<file path="config.mk">
export PLATFORM = sky130hd
export DESIGN_NAME = tilt_angle_kalman_filter
export DESIGN_NICKNAME = d
export VERILOG_FILES = /design/src/hw/rtl/tak_pkg.sv /design/src/hw/rtl/tilt_angle_kalman_filter.sv /design/src/hw/rtl/tak_mul.sv /design/src/hw/rtl/tak_div.sv /design/src/hw/rtl/tak_cordic.sv
export SDC_FILE = /design/constraint.sdc
export NUM_CORES = 2
export LEC_CHECK = 0
export BUFFER_PORTS_ARGS = -buffer_cell sky130_fd_sc_hd__buf_4
export CAP_MARGIN = 20
export CORE_MARGIN = 1
export CORE_UTILIZATION = 66
export DETAILED_ROUTE_END_ITERATION = 8
export HOLD_SLACK_MARGIN = 0.06
export PLACE_DENSITY = 0.83
export SLEW_MARGIN = 15
export SYNTH_ARGS = -nofsm -noshare
export SYNTH_HDL_FRONTEND = slang
export SYNTH_SLANG_ARGS = --single-unit
</file>
<file path="constraint.sdc">
create_clock -name i_clk -period 10.1 [get_ports i_clk]
set_clock_uncertainty 0.2 [all_clocks]
set_input_delay 0 -clock i_clk [delete_from_list [all_inputs] [get_ports i_clk]]
set_output_delay 0 -clock i_clk [all_outputs]
set_load 0.01 [all_outputs]
</file>
<file path="src/hw/rtl/tak_pkg.sv">
// shared widths, types and constant tables for the tilt angle kalman filter
// no dependencies; imported by every module of the block
`timescale 1ns / 1ps

package tak_pkg;

    localparam int ANG_W    = 16;   // q3.13 angle
    localparam int VAR_W    = 24;   // q8.16 variance
    localparam int NOISE_W  = 16;   // q0.16 configuration values
    localparam int K_W      = 17;   // q1.16 gain, 0..65536
    localparam int MUL_A_W  = 25;
    localparam int MUL_B_W  = 18;
    localparam int MUL_P_W  = MUL_A_W + MUL_B_W;
    localparam int CORDIC_W = 35;   // x/y working width, inputs scaled by 2^16
    localparam int Z_W      = 28;   // angle accumulator, rad * 2^24
    localparam int TAB_LEN  = 24;
    localparam int TAB_IW   = 5;

    localparam logic signed [Z_W-1:0] HALF_PI_S24 = 28'sd26353589;

    typedef logic signed [ANG_W-1:0] t_angle;
    typedef logic [VAR_W-1:0]        t_var;

    typedef struct packed {
        logic           done;
        logic [K_W-1:0] k;
    } t_div_out;

    typedef struct packed {
        logic   done;
        t_angle meas;
    } t_cordic_out;

    // atan(2^-i) scaled by 2^24
    function automatic logic signed [Z_W-1:0] atan_entry(input logic [TAB_IW-1:0] idx);
        logic signed [Z_W-1:0] v;
        case (idx)
            5'd0:    v = 28'sd13176795;
            5'd1:    v = 28'sd7778716;
            5'd2:    v = 28'sd4110060;
            5'd3:    v = 28'sd2086331;
            5'd4:    v = 28'sd1047214;
            5'd5:    v = 28'sd524117;
            5'd6:    v = 28'sd262123;
            5'd7:    v = 28'sd131069;
            5'd8:    v = 28'sd65536;
            5'd9:    v = 28'sd32768;
            5'd10:   v = 28'sd16384;
            5'd11:   v = 28'sd8192;
            5'd12:   v = 28'sd4096;
            5'd13:   v = 28'sd2048;
            5'd14:   v = 28'sd1024;
            5'd15:   v = 28'sd512;
            5'd16:   v = 28'sd256;
            5'd17:   v = 28'sd128;
            5'd18:   v = 28'sd64;
            5'd19:   v = 28'sd32;
            5'd20:   v = 28'sd16;
            5'd21:   v = 28'sd8;
            5'd22:   v = 28'sd4;
            5'd23:   v = 28'sd2;
            default: v = '0;
        endcase
        return v;
    endfunction

    // clamp a 20 bit signed value to the q3.13 range
    function automatic t_angle sat_angle(input logic signed [19:0] v);
        t_angle r;
        if (v > 20'sd32767) begin
            r = 16'sh7FFF;
        end else if (v < -20'sd32768) begin
            r = 16'sh8000;
        end else begin
            r = v[15:0];
        end
        return r;
    endfunction

endpackage

</file>
<file path="src/hw/rtl/tilt_angle_kalman_filter.sv">
// tilt angle kalman filter: sequencer, state and shared multiplier around a cordic and divider
// depends on tak_pkg, tak_mul, tak_div, tak_cordic
// one beat at a time: input taken only while idle; each step waits on the 17 step divider and the cordic
// reset: synchronous active low; angle and variance to zero, noise and period to 6554
`timescale 1ns / 1ps

module tilt_angle_kalman_filter import tak_pkg::*; #(
    parameter int CORDIC_ITERATIONS = 14
) (
    input  logic               i_clk,
    input  logic               i_rst_n,
    // configuration writes
    input  logic               i_cfg_we,
    input  logic [1:0]         i_cfg_idx,
    input  logic [NOISE_W-1:0] i_cfg_wdata,
    // sample stream
    input  logic               s_axis_tvalid,
    output logic               s_axis_tready,
    input  logic [47:0]        s_axis_tdata,   // accel_x, accel_z, gyro_y
    // estimate stream
    output logic               m_axis_tvalid,
    input  logic               m_axis_tready,
    output logic [39:0]        m_axis_tdata    // angle_estimate, angle_variance
);

    localparam logic [1:0] CFG_PROCESS_NOISE = 2'd0;
    localparam logic [1:0] CFG_MEAS_NOISE    = 2'd1;
    localparam logic [1:0] CFG_SAMPLE_PERIOD = 2'd2;
    localparam logic [NOISE_W-1:0] CFG_RESET = 16'd6554;

    typedef enum logic [2:0] {
        S_IDLE,
        S_PRED_MUL,   // gyro rate times dt into the multiplier
        S_PRED,       // predicted angle and variance, launch cordic and divider
        S_SOLVE,      // wait for gain and measured angle
        S_CORR_MUL,   // gain times innovation into the multiplier
        S_CORR,       // corrected angle, variance factor into the multiplier
        S_VAR         // variance update and result beat
    } t_state;

    // configuration
    logic [NOISE_W-1:0] r_q;
    logic [NOISE_W-1:0] r_r;
    logic [NOISE_W-1:0] r_dt;

    // sequencer and filter state
    t_state r_state;
    t_angle r_ax;
    t_angle r_az;
    t_angle r_gy;
    t_angle r_angle;
    t_var   r_var;
    t_angle r_pred;
    t_var   r_p;
    logic   r_out_valid;
    t_angle r_out_angle;
    t_var   r_out_var;

    // datapath
    logic signed [MUL_A_W-1:0] w_mul_a;
    logic signed [MUL_B_W-1:0] w_mul_b;
    logic signed [MUL_P_W-1:0] w_prod;
    logic signed [MUL_P_W-1:0] w_prod_r15;
    logic signed [MUL_P_W-1:0] w_prod_r16;
    logic signed [18:0]        w_rate;
    logic signed [18:0]        w_pred_diff;
    logic signed [19:0]        w_corr_sum;
    logic signed [ANG_W:0]     w_innov;
    logic [VAR_W:0]            w_p_sum;
    t_var                      w_p;
    logic [K_W-1:0]            w_one_minus_k;
    logic                      w_start;
    logic                      w_out_free;
    t_div_out                  w_div;
    t_cordic_out               w_cor;

    assign s_axis_tready = (r_state == S_IDLE);
    assign m_axis_tvalid = r_out_valid;
    assign m_axis_tdata  = {r_out_var, r_out_angle};
    assign w_out_free    = !r_out_valid || m_axis_tready;
    assign w_start       = (r_state == S_PRED);

    // register writes, unknown index ignored
    always_ff @(posedge i_clk) begin
        if (!i_rst_n) begin
            r_q  <= CFG_RESET;
            r_r  <= CFG_RESET;
            r_dt <= CFG_RESET;
        end else if (i_cfg_we) begin
            unique case (i_cfg_idx)
                CFG_PROCESS_NOISE: r_q  <= i_cfg_wdata;
                CFG_MEAS_NOISE:    r_r  <= i_cfg_wdata;
                CFG_SAMPLE_PERIOD: r_dt <= i_cfg_wdata;
                default: ;
            endcase
        end
    end

    // predicted variance, saturating at 2^24 - 1
    assign w_p_sum = {1'b0, r_var} + {{(VAR_W + 1 - NOISE_W){1'b0}}, r_q};
    assign w_p     = w_p_sum[VAR_W] ? '1 : w_p_sum[VAR_W-1:0];

    assign w_innov       = {w_cor.meas[ANG_W-1], w_cor.meas} - {r_pred[ANG_W-1], r_pred};
    assign w_one_minus_k = 17'h10000 - w_div.k;

    // one multiplier shared by the three products of a step
    always_comb begin
        unique case (r_state)
            S_PRED_MUL: begin
                w_mul_a = {{(MUL_A_W - ANG_W){r_gy[ANG_W-1]}}, r_gy};
                w_mul_b = {{(MUL_B_W - NOISE_W){1'b0}}, r_dt};
            end
            S_CORR_MUL: begin
                w_mul_a = {{(MUL_A_W - ANG_W - 1){w_innov[ANG_W]}}, w_innov};
                w_mul_b = {{(MUL_B_W - K_W){1'b0}}, w_div.k};
            end
            S_CORR: begin
                w_mul_a = {1'b0, r_p};
                w_mul_b = {{(MUL_B_W - K_W){1'b0}}, w_one_minus_k};
            end
            S_VAR: begin
                // keep the variance product alive while the result waits
                w_mul_a = {1'b0, r_p};
                w_mul_b = {{(MUL_B_W - K_W){1'b0}}, w_one_minus_k};
            end
            default: begin
                w_mul_a = '0;
                w_mul_b = '0;
            end
        endcase
    end

    // rounding of the products, half up
    assign w_prod_r15  = w_prod + 43'sd16384;
    assign w_prod_r16  = w_prod + 43'sd32768;
    assign w_rate      = w_prod_r15[33:15];
    assign w_pred_diff = {{3{r_angle[ANG_W-1]}}, r_angle} - w_rate;
    assign w_corr_sum  = {{4{r_pred[ANG_W-1]}}, r_pred} + w_prod_r16[35:16];

    always_ff @(posedge i_clk) begin
        if (!i_rst_n) begin
            r_state     <= S_IDLE;
            r_angle     <= '0;
            r_var       <= '0;
            r_out_valid <= 1'b0;
        end else begin
            // a beat taken in the same cycle as a new result is replaced, not cleared
            if (r_out_valid && m_axis_tready && !(r_state == S_VAR && w_out_free)) begin
                r_out_valid <= 1'b0;
            end
            unique case (r_state)
                S_IDLE: begin
                    if (s_axis_tvalid) begin
                        r_ax    <= s_axis_tdata[15:0];
                        r_az    <= s_axis_tdata[31:16];
                        r_gy    <= s_axis_tdata[47:32];
                        r_state <= S_PRED_MUL;
                    end
                end
                S_PRED_MUL: begin
                    r_state <= S_PRED;
                end
                S_PRED: begin
                    r_pred  <= sat_angle({w_pred_diff[18], w_pred_diff});
                    r_p     <= w_p;
                    r_state <= S_SOLVE;
                end
                S_SOLVE: begin
                    if (w_div.done && w_cor.done) begin
                        r_state <= S_CORR_MUL;
                    end
                end
                S_CORR_MUL: begin
                    r_state <= S_CORR;
                end
                S_CORR: begin
                    r_angle <= sat_angle(w_corr_sum);
                    r_state <= S_VAR;
                end
                S_VAR: begin
                    // hold the finished variance until the output register frees up
                    if (w_out_free) begin
                        r_var       <= w_prod_r16[39:16];
                        r_out_var   <= w_prod_r16[39:16];
                        r_out_angle <= r_angle;
                        r_out_valid <= 1'b1;
                        r_state     <= S_IDLE;
                    end
                end
                default: r_state <= S_IDLE;
            endcase
        end
    end

    tak_mul u_mul (
        .i_clk (i_clk),
        .i_a   (w_mul_a),
        .i_b   (w_mul_b),
        .o_p   (w_prod)
    );

    // divider runs on the predicted variance as it is registered
    tak_div u_div (
        .i_clk   (i_clk),
        .i_rst_n (i_rst_n),
        .i_start (w_start),
        .i_p     (w_p),
        .i_r     (r_r),
        .o_res   (w_div)
    );

    tak_cordic #(
        .ITERATIONS (CORDIC_ITERATIONS)
    ) u_cordic (
        .i_clk   (i_clk),
        .i_rst_n (i_rst_n),
        .i_start (w_start),
        .i_ax    (r_ax),
        .i_az    (r_az),
        .o_res   (w_cor)
    );

`ifndef ASSERT_OFF
    // a sample beat closes the input until its result is built
    a_busy_after_accept: assert property (@(posedge i_clk) disable iff (!i_rst_n)
        s_axis_tvalid && s_axis_tready |=> !s_axis_tready)
        else $error("input accepted while a step is running");

    // correction only starts with both gain and measured angle ready
    a_solve_done: assert property (@(posedge i_clk) disable iff (!i_rst_n)
        (r_state == S_CORR_MUL) |-> (w_div.done && w_cor.done))
        else $error("correction started before divider and cordic finished");

    // updated variance never exceeds the predicted one
    a_var_shrinks: assert property (@(posedge i_clk) disable iff (!i_rst_n)
        (r_state == S_VAR) && w_out_free |=> m_axis_tvalid && (r_out_var <= r_p))
        else $error("variance update exceeds prediction");
`endif

endmodule

</file>
<file path="src/hw/rtl/tak_mul.sv">
// shared signed multiplier with registered product
// depends on tak_pkg
`timescale 1ns / 1ps

module tak_mul import tak_pkg::*; (
    input  logic                      i_clk,
    input  logic signed [MUL_A_W-1:0] i_a,
    input  logic signed [MUL_B_W-1:0] i_b,
    output logic signed [MUL_P_W-1:0] o_p
);

    logic signed [MUL_P_W-1:0] r_p;

    always_ff @(posedge i_clk) begin
        r_p <= MUL_P_W'(i_a) * MUL_P_W'(i_b);
    end

    assign o_p = r_p;

endmodule

</file>
<file path="src/hw/rtl/tak_div.sv">
// serial restoring divider for the kalman gain, one quotient bit per cycle
// depends on tak_pkg
`timescale 1ns / 1ps

module tak_div import tak_pkg::*; (
    input  logic               i_clk,
    input  logic               i_rst_n,
    input  logic               i_start,
    input  t_var               i_p,
    input  logic [NOISE_W-1:0] i_r,
    output t_div_out           o_res
);

    localparam int CNT_W = $clog2(K_W);
    localparam logic [CNT_W-1:0] FIRST = CNT_W'(K_W - 1);

    logic [VAR_W+1:0] r_rem;
    logic [VAR_W:0]   r_den;
    logic [K_W-1:0]   r_q;
    logic [CNT_W-1:0] r_cnt;
    logic             r_busy;
    logic             r_done;

    logic             w_ge;
    logic [VAR_W+1:0] w_rem_sub;

    // zero denominator gives a zero gain
    assign w_ge      = ({1'b0, r_den} <= r_rem) && (r_den != '0);
    assign w_rem_sub = w_ge ? (r_rem - {1'b0, r_den}) : r_rem;

    always_ff @(posedge i_clk) begin
        if (!i_rst_n) begin
            r_busy <= 1'b0;
            r_done <= 1'b0;
        end else if (i_start) begin
            r_busy <= 1'b1;
            r_done <= 1'b0;
            r_cnt  <= FIRST;
            r_q    <= '0;
            r_rem  <= {2'b00, i_p};
            r_den  <= {1'b0, i_p} + {{(VAR_W + 1 - NOISE_W){1'b0}}, i_r};
        end else if (r_busy) begin
            r_q   <= {r_q[K_W-2:0], w_ge};
            r_rem <= {w_rem_sub[VAR_W:0], 1'b0};
            if (r_cnt == '0) begin
                r_busy <= 1'b0;
                r_done <= 1'b1;
            end else begin
                r_cnt <= r_cnt - 1'b1;
            end
        end
    end

    assign o_res.done = r_done;
    assign o_res.k    = r_q;

endmodule

</file>
<file path="src/hw/rtl/tak_cordic.sv">
// iterative vectoring cordic for atan2 of the accelerometer axes
// depends on tak_pkg
`timescale 1ns / 1ps

module tak_cordic import tak_pkg::*; #(
    parameter int ITERATIONS = 14
) (
    input  logic        i_clk,
    input  logic        i_rst_n,
    input  logic        i_start,
    input  t_angle      i_ax,
    input  t_angle      i_az,
    output t_cordic_out o_res
);

    localparam int RUNS = (ITERATIONS > TAB_LEN) ? TAB_LEN : ITERATIONS;
    localparam logic [TAB_IW-1:0] LAST = TAB_IW'(RUNS - 1);

    logic signed [CORDIC_W-1:0] r_x;
    logic signed [CORDIC_W-1:0] r_y;
    logic signed [Z_W-1:0]      r_z;
    logic [TAB_IW-1:0]          r_cnt;
    logic                       r_busy;
    logic                       r_done;
    t_angle                     r_meas;

    logic signed [CORDIC_W-1:0] w_x0;
    logic signed [CORDIC_W-1:0] w_y0;
    logic signed [CORDIC_W-1:0] w_xs;
    logic signed [CORDIC_W-1:0] w_ys;
    logic signed [CORDIC_W-1:0] w_x_nx;
    logic signed [CORDIC_W-1:0] w_y_nx;
    logic signed [Z_W-1:0]      w_z_nx;
    logic signed [Z_W-1:0]      w_z_rnd;

    // x is accel_z, y is accel_x, both scaled by 2^16
    assign w_x0 = {{(CORDIC_W - 32){i_az[15]}}, i_az, 16'h0000};
    assign w_y0 = {{(CORDIC_W - 32){i_ax[15]}}, i_ax, 16'h0000};

    assign w_xs = r_x >>> r_cnt;
    assign w_ys = r_y >>> r_cnt;

    always_comb begin
        if (!r_y[CORDIC_W-1]) begin
            w_x_nx = r_x + w_ys;
            w_y_nx = r_y - w_xs;
            w_z_nx = r_z + atan_entry(r_cnt);
        end else begin
            w_x_nx = r_x - w_ys;
            w_y_nx = r_y + w_xs;
            w_z_nx = r_z - atan_entry(r_cnt);
        end
    end

    // round half up from 2^24 to 2^13
    assign w_z_rnd = w_z_nx + 28'sd1024;

    always_ff @(posedge i_clk) begin
        if (!i_rst_n) begin
            r_busy <= 1'b0;
            r_done <= 1'b0;
        end else if (i_start) begin
            r_cnt <= '0;
            if (i_ax == '0 && i_az == '0) begin
                // null vector reads as zero angle
                r_busy <= 1'b0;
                r_done <= 1'b1;
                r_meas <= '0;
            end else begin
                r_busy <= 1'b1;
                r_done <= 1'b0;
                if (!i_az[15]) begin
                    r_x <= w_x0;
                    r_y <= w_y0;
                    r_z <= '0;
                end else if (!i_ax[15]) begin
                    // upper left quadrant, rotate by -pi/2
                    r_x <= w_y0;
                    r_y <= -w_x0;
                    r_z <= HALF_PI_S24;
                end else begin
                    r_x <= -w_y0;
                    r_y <= w_x0;
                    r_z <= -HALF_PI_S24;
                end
            end
        end else if (r_busy) begin
            r_x   <= w_x_nx;
            r_y   <= w_y_nx;
            r_z   <= w_z_nx;
            r_cnt <= r_cnt + 1'b1;
            if (r_cnt == LAST) begin
                r_busy <= 1'b0;
                r_done <= 1'b1;
                r_meas <= w_z_rnd[ANG_W+10:11];
            end
        end
    end

    assign o_res.done = r_done;
    assign o_res.meas = r_meas;

endmodule

</file>
==> summary.txt <==
Placed design
  – Detail Placement HPWL: 112000 um
  – Placed cell areas: 0.0521 sq mm
  – Post-place setup slack: 176 ps
  – GP Congestion: 1.03
  – Port bufs: 112

Pwr
  – Power per Cell Area: 154 mW/mm^2
  – Total Power: 0.00851 W
  – Max VDD drop: 0.168 mV
  – Static leakage: 24.0 nW

Route
  – Wirelength, routed: 154000 um
  – Drt first pass iters: 8
  – Via/cell ratio: 6.49
  – # DRC: 0
  – Vias: 43.8k
  – Detail Route Antenna Nets: 0
  – Wire per inst: 22.9 um
  – Starting DRC count in detailed routing: 6006

Finish
  – Most common cell after layout, fill and taps aside: inv_1
  – Most frequent cells in the layout: 640 x inv_1, 606 x nor2_1, 571 x nand2_1
  – Nets@finish: 6551
  – Final Cell Area: 0.0552 sq mm
  – Register cell area after layout: 0.0125 sq mm
  – Fillers: 5260
  – Multi-input logic area: 0.0343 sq mm
  – Share of layout cells above drive strength 1: 8.86%
  – Area grow syn2layout: 9.91%

CTS
  – CTS max path bufs: 3
  – Worst-skew pair later-pin latency: 640 ps
  – Clk sinks: 465
  – TritonCTS Buffers: 49
  – Worst-path clk slew: 60 ps
  – CTS root buf: clkbuf_16
  – H-Tree Depth: 2
  – CTS tree: yes
  – Post-CTS Setup Bufs: 0

Run
  – Maxcap violations: 0

STA
  – Pins Over Slew Limit: 0
  – Final period util: 94.7%
  – Setup WS post-layout: 536 ps
  – Slew headroom: 29.9%
  – Maximum clock rate: 105 MHz
  – Final setup violation count: 0
  – Worst Hold Margin: 83.6 ps
  – Hold Vio Cnt, Final: 0
  – Minimum clock period: 9560 ps
  – Worst-margin pin slew: 1050 ps

Yosys
  – Netlist cell types: 96
  – #FFs+latches synth: 465
  – Syn avg cell area: 9.01 sq um
  – Post-synth EDFFs: 319
  – Ys async rst share: 0%
  – Mapped Area: 0.0503 sq mm
  – Register area share after synthesis: 24.9%
  – Most used DFF post-synth: edfxtp_1
  – Post-synth net total: 6392
  – Syn Inst Count: 5577
  – Synth warn: 0

Worst setup path
  – CP Class: flip-flop to flip-flop
  – Worst Path Max Fanout: 12
  – Critical Path AT: 9880 ps
  – Most used cell along the critical path: fa_1
  – Startpoint types: flip-flop
  – Crit end category: flip-flop
  – Required time worst endpoint: 10410 ps
  – Slowest CP cell: fa_1
  – Critical Path Max Stage Delay: 600 ps

Die
  – IO Count: 113
  – Die area: 0.0773 sq mm
  – Initial core utilization: 67.1%
  – Die X: 278 um
  – DIE HEIGHT: 278 um
  – Row cnt: 100
  – Core area: 0.0749 sq mm

Global routing
  – GRT Util Overall: 39.9%
  – First-pass GRT wire length: 240000 um
  – Vias in the first global route: 42.4k
  – Total gr overflow: 0
  – Largest net degree at the start of global routing: 171
  – Antenna violations before repair: 4

Hold path
  – Hold Crit Class: primary input to flip-flop

Status
  – Status: finished, final reports clean
==> metrics by stage <==
| step | utilization [%] | std cells | TNS, ps |
|---|---|---|---|
| after floorplan | - | 5577 | 0 |
| after global placement | 69.5 | 6509 | 0 |
| after detailed placement | 69.5 | 6509 | 0 |
| after CTS | 73.7 | 6746 | 0 |
| after global routing | 73.7 | 6747 | -1.82 |
| final | 73.7 | 6750 | 0 |
==> cells by family after synthesis <==
| group | share of synthesized area [%] |
|---|---|
| and+or+nand+nor | 16.0 |
| AOI/OAI and AO/OA | 14.4 |
| buffers and inverters | 7.06 |
| adders and majority gates | 24.5 |
| DFF | 24.9 |
| xor gates and xnor gates | 6.02 |
| muxes | 7.15 |
==> critical path, delay by kind of cell, from the launching register on <==
kind	cells	cell delay [ps]
XOR/XNOR	1	210
AO/OA/AOI/OAI	15	3160
adder cells (fa/ha/maj)	9	4160
flip-flops	1	400
buffers and inverters	5	450
AND/OR/NAND/NOR	5	840
==> state kept, by name (all words and copies together), names as in the netlist, 3 cells and up, named ones only <==
register / flops
u_cordic.r_meas: 16
r_out_angle: 16
r_p: 24
r_state: 3
r_dt: 16
u_div.r_q: 17
u_div.r_den: 25
u_div.r_cnt: 5
u_cordic.r_y: 35
r_q: 16
u_div.r_rem: 26
r_ax: 16
r_out_var: 24
r_r: 16
u_cordic.r_x: 35
u_cordic.r_z: 27
r_gy: 16
r_az: 16
r_pred: 16
u_cordic.r_cnt: 5
r_angle: 16
u_mul.o_p: 26
r_var: 24
==> cells in the mapped netlist, types with 11 or more instances <==
library cell	n	area [sq um]
mux4_2	88	1980
nand4_1	27	169
a32oi_1	11	96.3
and2_1	40	250
ha_1	341	4270
clkbuf_1	187	702
o311a_1	12	120
o21ai_0	237	1190
o21bai_1	22	165
a211oi_1	53	398
nand2_1	571	2140
o21a_1	53	398
a31oi_1	35	219
mux2_2	52	586
nand3b_1	12	90.1
edfxtp_1	319	9580
nand2b_1	64	400
a21boi_0	47	353
nor2_1	609	2290
buf_1	27	101
or2_2	33	206
nor4_1	30	188
nand3_1	104	521
or3_1	26	163
mux2i_1	87	871
nor3_1	108	541
o211ai_1	51	383
a21o_1	107	803
xnor2_1	222	1940
or4_1	13	97.6
a21oi_1	310	1550
o31ai_1	29	218
nor2b_1	70	438
buf_2	21	105
inv_1	640	2400
xor2_1	121	1060
dfxtp_1	146	2920
a22oi_1	12	90.1
and3_1	25	156
fa_1	403	8070
o22ai_1	15	93.8
and4_1	11	96.3
==> routing by layer <==
layer  routed length, um  GRT usage [%]
met5                  11              0
met1               58500           53.8
met3               17900           8.08
met2               67900           60.6
met4                9910           21.7
==> worst paths after layout <==
path | start | to | slack [ps] | cells after the start
worst max-delay path | r_pred[0]$_SDFFCE_PN1P_ | u_mul.o_p[39]$_DFF_P_ | 540 | 35
worst min-delay path | i_cfg_wdata[6] | r_q[6]$_SDFFE_PN0P_ | 80 | 4
worst max register to register | r_pred[0]$_SDFFCE_PN1P_ | u_mul.o_p[39]$_DFF_P_ | 540 | 35
worst min register to register | r_dt[14]$_SDFFE_PN0P_ | r_dt[14]$_SDFFE_PN0P_ | 260 | 2
==> report_power, final <==
| group | switching, W | total [W] | internal [W] | leakage, nW |
|---|---|---|---|---|
| Clock | 0.000872 | 0.00195 | 0.00107 | 0.828 |
| Combinational | 0.00236 | 0.00399 | 0.00163 | 19.1 |
| Sequential | 0.000200 | 0.00257 | 0.00237 | 4.12 |
| Total | 0.00343 | 0.00851 | 0.00508 | 24.0 |
==> cell type report <==
cell class | instances | area share, %
Antenna cell | 4 | 0.0181
Clock buffer | 65 | 2.54
Timing Repair Buffer | 360 | 5.59
Sequential cell | 465 | 22.6
Tap cell | 969 | 2.19
Multi-Input combinational cell | 4216 | 62.1
Inverter | 644 | 4.38
Clock inverter | 27 | 0.546
==> what timing repair did <==
item                       in CTS  in global routing
resized for setup               0                  9
hold endpoints to repair      132                  0
setup endpoints to repair       0                  6
hold buffers                  145                  0
(Power assumes the default switching activity.)
